--- src/rtl/ewtd_pkg.sv ---
`default_nettype none

package ewtd_pkg;

    localparam int FIFO_DEPTH = 4;
    localparam int FIFO_AW    = $clog2(FIFO_DEPTH);

    localparam logic [1:0] MODE_Q = 2'd0;
    localparam logic [1:0] MODE_B = 2'd1;

    localparam logic [6:0] CHAR_EQ    = 7'h3d;
    localparam logic [6:0] CHAR_UNDER = 7'h5f;
    localparam logic [6:0] CHAR_SPACE = 7'h20;
    localparam logic [6:0] CHAR_PLUS  = 7'h2b;
    localparam logic [6:0] CHAR_SLASH = 7'h2f;

    typedef enum logic [1:0] {
        ESC_IDLE = 2'd0,
        ESC_EQ   = 2'd1,
        ESC_HEX  = 2'd2
    } t_esc_phase;

    typedef struct packed {
        logic [6:0] text_char;
        logic       final_char;
    } t_in_word;

    typedef struct packed {
        logic [7:0] data_byte;
        logic       byte_valid;
        logic       end_of_text;
        logic       decode_error;
    } t_out_word;

    // one decoded character's worth of results
    typedef struct packed {
        logic [2:0][7:0] bytes;
        logic [1:0]      n_bytes;
        logic            fin;
        logic            err;
    } t_job;

    // {bad, value}
    function automatic logic [4:0] hex_decode(input logic [6:0] c);
        logic [4:0] r;
        r = 5'h10;
        if (c >= 7'h30 && c <= 7'h39) r = {1'b0, 4'(c - 7'h30)};
        if (c >= 7'h41 && c <= 7'h46) r = {1'b0, 4'(c - 7'h37)};
        if (c >= 7'h61 && c <= 7'h66) r = {1'b0, 4'(c - 7'h57)};
        return r;
    endfunction

    // {bad, value}
    function automatic logic [6:0] sextet_decode(input logic [6:0] c);
        logic [6:0] r;
        r = 7'h40;
        if (c >= 7'h41 && c <= 7'h5a) r = {1'b0, 6'(c - 7'h41)};
        if (c >= 7'h61 && c <= 7'h7a) r = {1'b0, 6'(c - 7'h47)};
        if (c >= 7'h30 && c <= 7'h39) r = {1'b0, 6'(c + 7'h04)};
        if (c == CHAR_PLUS)  r = {1'b0, 6'd62};
        if (c == CHAR_SLASH) r = {1'b0, 6'd63};
        return r;
    endfunction

endpackage

`default_nettype wire

--- src/rtl/ewtd_front.sv ---
`default_nettype none

module ewtd_front
    import ewtd_pkg::*;
(
    input  wire logic       i_clk,
    input  wire logic       i_rst_n,
    input  wire logic       i_cfg_we,
    input  wire logic [1:0] i_cfg_data,
    input  wire logic       i_accept,
    input  wire t_in_word   i_word,
    output t_job            o_job,
    output logic            o_push
);

    logic [1:0]  r_mode;
    t_esc_phase  r_esc, n_esc;
    logic [3:0]  r_hi, n_hi;
    logic [1:0]  r_cnt, n_cnt;
    logic [23:0] r_acc, n_acc;
    logic [1:0]  r_pad, n_pad;
    logic        r_err, n_err;

    logic [6:0]  c;
    logic [4:0]  hexv;
    logic [6:0]  sxv;
    logic [5:0]  sx;
    logic        shift;
    logic [23:0] acc_sh;
    t_job        job;

    assign c    = i_word.text_char;
    assign hexv = hex_decode(c);
    assign sxv  = sextet_decode(c);

    always_comb begin
        n_esc = r_esc;
        n_hi  = r_hi;
        n_cnt = r_cnt;
        n_acc = r_acc;
        n_pad = r_pad;
        n_err = r_err;
        job   = '0;
        sx    = sxv[5:0];
        shift = 1'b0;
        case (r_mode)
            MODE_Q: begin
                if (r_esc != ESC_IDLE) begin
                    if (hexv[4]) begin
                        n_err = 1'b1;
                        n_esc = ESC_IDLE;
                    end else if (r_esc == ESC_EQ) begin
                        n_hi  = hexv[3:0];
                        n_esc = ESC_HEX;
                    end else begin
                        job.bytes[0] = {r_hi, hexv[3:0]};
                        job.n_bytes  = 2'd1;
                        n_esc        = ESC_IDLE;
                    end
                end else if (c == CHAR_EQ) begin
                    n_esc = ESC_EQ;
                end else begin
                    job.bytes[0] = {1'b0, (c == CHAR_UNDER) ? CHAR_SPACE : c};
                    job.n_bytes  = 2'd1;
                end
            end
            MODE_B: begin
                if (c == CHAR_EQ) begin
                    if (r_cnt < 2'd2) begin
                        n_err = 1'b1;
                    end else begin
                        n_pad = r_pad + 2'd1;
                        sx    = '0;
                        shift = 1'b1;
                    end
                end else if (sxv[6] || r_pad != 2'd0) begin
                    n_err = 1'b1;
                end else begin
                    shift = 1'b1;
                end
            end
            default: begin
                job.bytes[0] = {1'b0, c};
                job.n_bytes  = 2'd1;
            end
        endcase

        acc_sh = {r_acc[17:0], sx};
        if (shift) begin
            if (r_cnt < 2'd3) begin
                n_cnt = r_cnt + 2'd1;
                n_acc = acc_sh;
            end else begin
                job.bytes[0] = acc_sh[23:16];
                job.bytes[1] = acc_sh[15:8];
                job.bytes[2] = acc_sh[7:0];
                job.n_bytes  = (n_pad == 2'd0) ? 2'd3 : (n_pad == 2'd1) ? 2'd2 : 2'd1;
                n_cnt        = '0;
                n_acc        = '0;
                n_pad        = '0;
            end
        end

        if (i_word.final_char) begin
            if (r_mode == MODE_Q && n_esc != ESC_IDLE) n_err = 1'b1;
            if (r_mode == MODE_B && (n_cnt != 2'd0 || n_pad != 2'd0)) n_err = 1'b1;
        end
        job.fin = i_word.final_char;
        job.err = n_err;

        if (i_word.final_char) begin
            n_esc = ESC_IDLE;
            n_hi  = '0;
            n_cnt = '0;
            n_acc = '0;
            n_pad = '0;
            n_err = 1'b0;
        end
    end

    always_ff @(posedge i_clk) begin
        if (!i_rst_n || i_cfg_we) begin
            r_esc <= ESC_IDLE;
            r_hi  <= '0;
            r_cnt <= '0;
            r_acc <= '0;
            r_pad <= '0;
            r_err <= 1'b0;
        end else if (i_accept) begin
            r_esc <= n_esc;
            r_hi  <= n_hi;
            r_cnt <= n_cnt;
            r_acc <= n_acc;
            r_pad <= n_pad;
            r_err <= n_err;
        end
    end

    always_ff @(posedge i_clk) begin
        if (!i_rst_n) begin
            r_mode <= MODE_Q;
        end else if (i_cfg_we) begin
            r_mode <= i_cfg_data;
        end
    end

    assign o_job  = job;
    assign o_push = i_accept && (job.n_bytes != 2'd0 || job.fin);

endmodule

`default_nettype wire

--- src/rtl/ewtd_fifo.sv ---
`default_nettype none

module ewtd_fifo
    import ewtd_pkg::*;
(
    input  wire logic i_clk,
    input  wire logic i_rst_n,
    input  wire logic i_push,
    input  wire t_job i_job,
    output logic      o_full,
    input  wire logic i_pop,
    output logic      o_empty,
    output t_job      o_head
);

    t_job                 r_mem [FIFO_DEPTH];
    logic [FIFO_AW-1:0]   r_wr_ptr;
    logic [FIFO_AW-1:0]   r_rd_ptr;
    logic [FIFO_AW:0]     r_count;

    assign o_full  = (r_count == (FIFO_AW+1)'(FIFO_DEPTH));
    assign o_empty = (r_count == '0);
    assign o_head  = r_mem[r_rd_ptr];

    always_ff @(posedge i_clk) begin
        if (i_push) begin
            r_mem[r_wr_ptr] <= i_job;
        end
    end

    always_ff @(posedge i_clk) begin
        if (!i_rst_n) begin
            r_wr_ptr <= '0;
            r_rd_ptr <= '0;
            r_count  <= '0;
        end else begin
            if (i_push) r_wr_ptr <= r_wr_ptr + 1'b1;
            if (i_pop)  r_rd_ptr <= r_rd_ptr + 1'b1;
            case ({i_push, i_pop})
                2'b10:   r_count <= r_count + 1'b1;
                2'b01:   r_count <= r_count - 1'b1;
                default: r_count <= r_count;
            endcase
        end
    end

`ifndef SYNTHESIS
    a_no_overflow: assert property (@(posedge i_clk) disable iff (!i_rst_n)
        i_push |-> (!o_full || i_pop))
        else $error("push into full queue");
    a_no_underflow: assert property (@(posedge i_clk) disable iff (!i_rst_n)
        i_pop |-> !o_empty)
        else $error("pop from empty queue");
    a_ptr_count: assert property (@(posedge i_clk) disable iff (!i_rst_n)
        r_count[FIFO_AW-1:0] == FIFO_AW'(r_wr_ptr - r_rd_ptr))
        else $error("queue pointers disagree with count");
`endif

endmodule

`default_nettype wire

--- src/rtl/ewtd_back.sv ---
`default_nettype none

module ewtd_back
    import ewtd_pkg::*;
(
    input  wire logic  i_clk,
    input  wire logic  i_rst_n,
    input  wire logic  i_empty,
    input  wire t_job  i_head,
    output logic       o_pop,
    output logic       o_out_valid,
    input  wire logic  i_out_ready,
    output t_out_word  o_out_word
);

    logic [1:0] r_k;
    logic [1:0] total;
    logic       last;
    logic       hit;
    logic [7:0] sel;

    assign total = (i_head.n_bytes == 2'd0) ? 2'd1 : i_head.n_bytes;
    assign last  = (r_k == total - 2'd1);
    assign hit   = (r_k < i_head.n_bytes);

    always_comb begin
        case (r_k)
            2'd0:    sel = i_head.bytes[0];
            2'd1:    sel = i_head.bytes[1];
            2'd2:    sel = i_head.bytes[2];
            default: sel = '0;
        endcase
    end

    assign o_out_valid             = !i_empty;
    assign o_out_word.data_byte    = hit ? sel : 8'd0;
    assign o_out_word.byte_valid   = hit;
    assign o_out_word.end_of_text  = i_head.fin && last;
    assign o_out_word.decode_error = i_head.err;
    assign o_pop                   = o_out_valid && i_out_ready && last;

    always_ff @(posedge i_clk) begin
        if (!i_rst_n) begin
            r_k <= '0;
        end else if (o_out_valid && i_out_ready) begin
            r_k <= last ? 2'd0 : r_k + 2'd1;
        end
    end

`ifndef SYNTHESIS
    a_k_range: assert property (@(posedge i_clk) disable iff (!i_rst_n)
        r_k != 2'd3)
        else $error("byte index out of range");
    a_k_idle: assert property (@(posedge i_clk) disable iff (!i_rst_n)
        i_empty |-> r_k == 2'd0)
        else $error("byte index left open on empty queue");
    a_eot_last: assert property (@(posedge i_clk) disable iff (!i_rst_n)
        (o_out_valid && o_out_word.end_of_text) |-> last)
        else $error("end of text before last byte");
`endif

endmodule

`default_nettype wire

--- src/rtl/encoded_word_text_decoder_core.sv ---
// channel   dir  handshake                  word
// config    in   i_cfg_we                   i_cfg_data (mode)
// text      in   i_in_valid / o_in_ready    i_in_word  (t_in_word)
// bytes     out  o_out_valid / i_out_ready  o_out_word (t_out_word)
//
// One character accepted per cycle while the result queue has room.
// Bytes leave at one per cycle from the queue head while i_out_ready is high; a base64 group gives up to three.
// Each accepted character's results are registered in the result queue before they reach the output.
// Synchronous active-low reset clears decode state, mode (to Q) and the queue.
// Output stalls fill the four-entry queue, then o_in_ready drops.
`default_nettype none

module encoded_word_text_decoder_core
    import ewtd_pkg::*;
(
    input  wire logic       i_clk,
    input  wire logic       i_rst_n,
    input  wire logic       i_cfg_we,
    input  wire logic [1:0] i_cfg_data,
    input  wire logic       i_in_valid,
    output logic            o_in_ready,
    input  wire t_in_word   i_in_word,
    output logic            o_out_valid,
    input  wire logic       i_out_ready,
    output t_out_word       o_out_word
);

    t_job job;
    t_job head;
    logic push;
    logic pop;
    logic full;
    logic empty;

    assign o_in_ready = !full;

    ewtd_front u_front (
        .i_clk      (i_clk),
        .i_rst_n    (i_rst_n),
        .i_cfg_we   (i_cfg_we),
        .i_cfg_data (i_cfg_data),
        .i_accept   (i_in_valid && o_in_ready),
        .i_word     (i_in_word),
        .o_job      (job),
        .o_push     (push)
    );

    ewtd_fifo u_fifo (
        .i_clk   (i_clk),
        .i_rst_n (i_rst_n),
        .i_push  (push),
        .i_job   (job),
        .o_full  (full),
        .i_pop   (pop),
        .o_empty (empty),
        .o_head  (head)
    );

    ewtd_back u_back (
        .i_clk       (i_clk),
        .i_rst_n     (i_rst_n),
        .i_empty     (empty),
        .i_head      (head),
        .o_pop       (pop),
        .o_out_valid (o_out_valid),
        .i_out_ready (i_out_ready),
        .o_out_word  (o_out_word)
    );

endmodule

`default_nettype wire

--- config.mk ---
export PLATFORM = sky130hd
export DESIGN_NAME = encoded_word_text_decoder_core
export DESIGN_NICKNAME = d
export VERILOG_FILES = /design/src/rtl/ewtd_pkg.sv /design/src/rtl/ewtd_front.sv /design/src/rtl/ewtd_fifo.sv /design/src/rtl/ewtd_back.sv /design/src/rtl/encoded_word_text_decoder_core.sv
export SDC_FILE = /design/constraint.sdc
export NUM_CORES = 1
export LEC_CHECK = 0
export BUFFER_PORTS_ARGS = -buffer_cell sky130_fd_sc_hd__buf_2
export CORE_ASPECT_RATIO = 1.4
export CORE_MARGIN = 2
export CORE_UTILIZATION = 57
export CTS_CLUSTER_DIAMETER = 60
export DETAILED_ROUTE_END_ITERATION = 8
export GPL_ROUTABILITY_DRIVEN = 1
export GPL_TIMING_DRIVEN = 0
export PLACE_DENSITY = 0.76
export SLEW_MARGIN = 15
export SYNTH_ARGS = -nofsm -noshare
export SYNTH_HDL_FRONTEND = slang
export SYNTH_SLANG_ARGS = --single-unit
--- constraint.sdc ---
create_clock -name i_clk -period 4 [get_ports i_clk]
set_input_delay 0.2 -clock i_clk [delete_from_list [all_inputs] [get_ports i_clk]]
set_output_delay 0.2 -clock i_clk [all_outputs]
set_load 0.005 [all_outputs]
# --- Word level (Yosys, flattened, before mapping) ---
# Memories as Yosys holds them, arrays and structs flattened. A register that Yosys moved wholly into a read port is not among the register bits.
# Index checks and enable logic that the tools add are counted.
op_classes:
  reduce_logical: 37
  n_eq_ne: 14
  mux: 67
  addsub: 14
  order_cmp: 11
ops:
  columns: ["op", "n"]
  rows:
  - ["$mux W18", 3]
  - ["$mux W26", 2]
  - ["$mux W2", 21]
  - ["$mux W7", 6]
  - ["$mux W10", 3]
  - ["$le A7 B7 Y1 const B", 4]
  - ["$pmux W8 S3", 1]
  - ["$reduce_bool A2 Y1", 11]
  - ["$eq A7 B6 Y1 const B", 3]
  - ["$mux W4", 5]
  - ["$pmux W10 S2", 1]
  - ["$mux W6", 3]
  - ["$mux W1", 15]
  - ["$mux W5", 3]
  - ["$ge A7 B7 Y1 const B", 2]
  - ["$logic_and A1 B1 Y1", 12]
  - ["$add A2 B1 Y2 const B", 5]
  - ["$eq A2 B1 Y1 const B", 5]
  - ["$mux W9", 1]
  - ["$logic_not A2 Y1", 4]
  - ["$mux W8", 1]
  - ["$sub A4 B3 Y4 const B", 2]
  - ["$eq A7 B7 Y1 const B", 1]
  - ["$ge A7 B6 Y1 const B", 1]
  - ["21 further kinds", 28]
totals:
  memories: 1
  inputBits: 15
  word_cells: 155
  ram_bits: 112
  reg_bits: 40
  output_inout_bits: 13
memory_table:
  columns: ["memory", "depth", "width", "read_ports", "rd_ports_with_merged_regs", "wr", "line", "text"]
  rows:
  - ["u_fifo.r_mem", 4, 28, 1, 1, 1, "ewtd_fifo.sv:16", "t_job r_mem [FIFO_DEPTH];"]

# --- Depth between registers and ports, before layout ---
depth:
  word_depth: 18
  depth_mapped: 15
  mapped_depth_nobuf: 14

# --- Hierarchy ---
# Synthesis repeated with hierarchy kept, for this count alone.
hier_totals:
  hier_cells: 532
  area_unflattened_um2: 7264.5
modules_own_cells:
  columns: ["module", "instances", "seq_area_each_um2", "cells_each", "area_per_inst_um2"]
  rows:
  - ["ewtd_fifo", 1, 3543.4, 192, 4540.6]
  - ["ewtd_front", 1, 620.6, 286, 2333.5]
  - ["ewtd_back", 1, 40.0, 52, 380.4]
  - ["encoded_word_text_decoder_core", 1, 0.0, 2, 10.0]

# --- Least setup slack after synthesis ---
# Ideal clock, no wire load.
synth_timing:
  kind: "input -> register"
  from: "input port i_in_word[4] (netlist bit)"
  to: "register u_fifo.r_count[2]"
  slack_ns: 0.549
  setup_time_ns: 0.076
  arrival_ns: 3.375
  t_required_ns: 3.924
  path_buffers: 1
  path_stages: 15
  cell_sequence: "clkbuf_1 -> inv_1 -> ha_1 -> and2_1 -> or4_4 -> a21oi_4 -> a211oi_2 -> o31a_4 -> inv_1 -> ha_1 -> inv_1 -> fa_1 -> xor2_1 -> or3_1 -> a21boi_0"
synth_between:
  elab_chain_len: 17
  elab_cells_between_ends: 47
  cone_classes: "order compare (8); eq/ne (6); mux (22); reduce/logical (11)"
synth_lines:
  columns: ["element", "line", "text"]
  rows:
  - ["start: declaration", "encoded_word_text_decoder_core.sv:22", "input wire t_in_word i_in_word,"]
  - ["$ge A7 B7 Y1 / $le A7 B7 Y1 (equally long branches)", "ewtd_pkg.sv:48, ewtd_pkg.sv:57", null]
  - ["$logic_and A1 B1 Y1", "ewtd_pkg.sv:57", "if (c >= 7'h41 && c <= 7'h5a) r = {1'b0, 6'(c - 7'h41)};"]
  - ["$mux W7", "ewtd_pkg.sv:57", null]
  - ["$mux W7", "ewtd_pkg.sv:58", "if (c >= 7'h61 && c <= 7'h7a) r = {1'b0, 6'(c - 7'h47)};"]
  - ["$mux W7", "ewtd_pkg.sv:59", "if (c >= 7'h30 && c <= 7'h39) r = {1'b0, 6'(c + 7'h04)};"]
  - ["$mux W7", "ewtd_pkg.sv:60", "if (c == CHAR_PLUS) r = {1'b0, 6'd62};"]
  - ["$mux W7", "ewtd_pkg.sv:61", "if (c == CHAR_SLASH) r = {1'b0, 6'd63};"]
  - ["$logic_or A1 B1 Y1", "ewtd_front.sv:76", "end else if (sxv[6] || r_pad != 2'd0) begin"]
  - ["$mux W1", "ewtd_front.sv:76", null]
  - ["$mux W1", "ewtd_front.sv:68", "if (c == CHAR_EQ) begin"]
  - ["$mux W1", "ewtd_front.sv:46", "case (r_mode)"]
  - ["$mux W26 *", "ewtd_front.sv:89", "if (shift) begin"]
  - ["$reduce_bool A2 Y1 *", "ewtd_front.sv:148", "assign o_push = i_accept && (job.n_bytes != 2'd0 || job.fin);"]
  - ["$logic_or A1 B1 Y1 *", "ewtd_front.sv:148", null]
  - ["$logic_and A1 B1 Y1 *", "ewtd_front.sv:148", null]
  - ["$eq A2 B1 Y1 / $eq A2 B2 Y1 (equally long branches)", "ewtd_fifo.sv:39", "case ({i_push, i_pop})"]
  - ["$pmux W3 S2 / $reduce_bool A2 Y1 (equally long branches)", null, null]
  - ["end signal: assignment", "ewtd_fifo.sv:40", "2'b10: r_count <= r_count + 1'b1;"]
  - ["end signal: assignment", "ewtd_fifo.sv:41", "2'b01: r_count <= r_count - 1'b1;"]
  - ["end signal: assignment", "ewtd_fifo.sv:42", "default: r_count <= r_count;"]
  - ["end: declaration", "ewtd_fifo.sv:19", "logic [FIFO_AW:0] r_count;"]
# Mark *: on every way between the ends. The rest lies on a longest branch, timed or not.
# A chain may end at the register's enable or synchronous reset.

# --- Worst setup path in the final report ---
layout_timing:
  from: "input port i_in_word[3] (netlist bit)"
  to: "register u_fifo.r_count[2]"
# The elaborated chain is that of the path after synthesis.

==> results.json <==
{
  "status": "complete, no violations",
  "fin_crit_sh_pct": 91.2,
  "finalSetupViolations": 0,
  "viasPerCell": 6.21,
  "p_int_mw": 3.23,
  "wl_um": 16100,
  "synth_top_family_by_area": "compound AO/OA/AOI/OAI gates",
  "fp.dieW_um": 98.7,
  "power.density_nw_per_um2": 535,
  "slew_viol_final": 0,
  "yosys.area_share.simple_pct": 10.7,
  "end_kind": "register",
  "syn_inst": 545,
  "antenna_found_initial": 0,
  "drt_iter0_drc": 310,
  "fin_worst_skew_ps": 8.09,
  "num-nets-final": 627,
  "n_antenna_cell": 0,
  "synth_top_cell_by_area": "edfxtp_1",
  "overflow": 0,
  "start_util_pct": 58.1,
  "maxCapViolCount": 0,
  "synth_top_cell_area_share_pct": 47.0,
  "min_path_type": "in -> reg",
  "cts_setup_buffers": 0,
  "syn_area_um2": 7150,
  "yosys_warnings": 0,
  "tightestPinTransition_ps": 988,
  "synth_cell_types": 68,
  "period_needed_ps": 3650,
  "cts_tree": "built",
  "slew_headroom_pct": 34.1,
  "critPathKind": "in -> reg",
  "required_ps": 4340,
  "drive_gt1_share_pct": 17.4,
  "finalSetupTns_ps": 0,
  "cts_buffers": 17,
  "p_leak_nw": 2.81,
  "grt_pass1_wl_um": 25400,
  "synth_commonest_cells": "edfxtp_1, nand2_1, dfxtp_1",
  "io_buffers": 26,
  "die_h_um": 137,
  "p_seq_share_pct": 43.4,
  "die_area_um2": 13500,
  "cts_hold_buffers": 0,
  "grt_pass1_vias": 4735,
  "synth_most_common_cell": "edfxtp_1",
  "synth_area_leaders": "edfxtp_1, dfxtp_1, mux4_2",
  "routed-via-count": 4675,
  "fin_hold_ws_ps": 34.1,
  "clock-sinks": 154,
  "p_sw_share_pct": 25.3,
  "clock_latency_ps": 410,
  "crit_path_start_kind": "primary input",
  "synth_top_flop_cell": "edfxtp_1",
  "fillers": 907,
  "htree_levels": 4,
  "ys_async_sr_fraction_pct": 0,
  "dpl_worst_slack_ps": -51.2,
  "finalPower_mw": 4.33,
  "clk_path_buf_depth": 2,
  "synthMuxAreaShare_pct": 9.52,
  "yosysSeqAreaShare_pct": 58.8,
  "firstDrtPassIters": 5,
  "fin_ws_ps": 350,
  "grtUsageTotal_pct": 25.0,
  "synth-seq-cells": 154,
  "p_clk_share_pct": 38.0,
  "cts_resized": 0,
  "synthXorXnorAreaFrac_pct": 0.980,
  "wire_per_inst_um": 21.4,
  "placementRows": 48,
  "synthesis.nets": 582,
  "rsz0062_at_grt": "no",
  "final_hold_viol_count": 0,
  "synth_compound_area_share_pct": 13.0,
  "antenna_left": 0,
  "place.gp.congestion": 0.914,
  "path_clk_slew_ps": 60,
  "arrival_ps": 3990,
  "crit_fanout": 10,
  "synthAdderAreaFrac_pct": 3.96,
  "synth-edff-count": 112,
  "cts_root_buffer": "clkbuf_16",
  "post_synth.cell_area_avg_um2": 13.1,
  "syn_to_final_growth_pct": 13.0,
  "fmax_mhz": 274,
  "combPwrFrac_pct": 18.7,
  "switchingPower_mw": 1.10,
  "io_pins": 28,
  "hpwl_um": 11400,
  "irDropWorstVdd_uv": 289,
  "core_um2": 12300,
  "drc": 0,
  "grt_max_degree": 29
}
[critical path, stage by stage]
cell	delay, ps
buf_2	110
clkbuf_1	380
inv_1	240
ha_1	270
and2_1	200
or4_4	480
a21oi_4	200
a211oi_2	160
o31a_4	350
inv_1	70
ha_1	190
inv_1	70
fa_1	420
xor2_1	160
or3_1	300
a21boi_0	180
[power by group through the flow]
stage	combinational [mW]	sequential (mW)	clock [mW]
3_3_place_gp	0.789	1.90	0
3_5_place_dp	0.806	1.91	0
5_1_grt	0.887	1.89	1.72
2_1_floorplan	0.563	1.89	0
4_1_cts	0.819	1.88	1.65
6_report	0.808	1.88	1.64
[layer usage]
metal | global-route usage, % | wire [um] | up-vias
met1 | 28.6 | 6360 | 2299
li1 | - | - | 2184
met3 | 4.70 | 643 | 41
met2 | 45.5 | 8600 | 151
met5 | 0 | 0 | -
met4 | 11.2 | 535 | 0
[metrics by stage]
step / utilization, % / cell area (um^2) / cells
after detailed placement: 60.7 / 7470 / 721
after global routing: 65.6 / 8080 / 753
after CTS: 65.6 / 8080 / 753
after floorplan: - / 7150 / 545
after global placement: 60.7 / 7470 / 721
final: 65.6 / 8080 / 753
[cells in the final DEF, fill, tap and decap left out, drive strengths merged, types with 3 or more instances in the layout]
cell / instances
nand2b: 3
xor2: 5
xnor2: 3
edfxtp: 112
nand3: 9
and2: 24
a22oi: 17
o2111ai: 3
clkbuf: 37
dfxtp: 42
or3: 5
nor2: 31
nand2: 44
o21ai: 24
a22o: 15
a21oi: 26
nor3: 6
clkinv: 4
o21a: 3
a211oi: 6
mux2i: 5
buf: 39
nand4: 4
or4: 3
o221ai: 3
mux4: 28
clkinvlp: 3
o2bb2ai: 3
a21boi: 4
ha: 21
inv: 22
a21o: 3
nor2b: 8
bufinv: 4
[state kept, by name (all words and copies together), names as in the netlist, named ones only]
name and flops:
u_fifo.r_rd_ptr 2, u_fifo.r_count 3, u_front.r_mode 2, u_front.r_cnt 2, u_front.r_hi 4, u_fifo.r_wr_ptr 2, u_front.r_acc 18, u_front.r_err 1
u_front.r_esc 2, u_fifo.r_mem 112, u_back.r_k 2, u_front.r_pad 2
[cell families (layout without fill, tap and decap cells)]
kind of cell | after synthesis | count (layout)
xor+xnor | 8 | 8
compound gates | 127 | 127
buf+inv | 51 | 109
simple gates | 150 | 150
flops | 154 | 154
mux | 33 | 33
fa+ha+maj | 22 | 22
[worst paths after layout]
check	start	endpoint	slack (ps)	cells past startpoint
setup / recovery	i_in_word[3]	u_fifo.r_count[2]	350	16
hold / removal	i_in_word[0]	u_fifo.r_mem[2][1]	30	1
setup reg to reg	register	u_fifo.r_count[2]	480	11
hold reg to reg	u_front.r_acc[16]	u_front.r_acc[16]	480	1
[area by class of cell]
type                    instances  area [um^2]  share of cell area [%]
clock buffers                  20          437                    5.40
inverters                      21         78.8                   0.975
plain buffers                  30          134                    1.66
multi-input cells             340         2740                    33.9
clock inverters                12          173                    2.14
repair buffers                 26          130                    1.61
well taps                     150          188                    2.32
flip-flops and latches        154         4200                    52.0
Power figures use the tool's default switching activity.
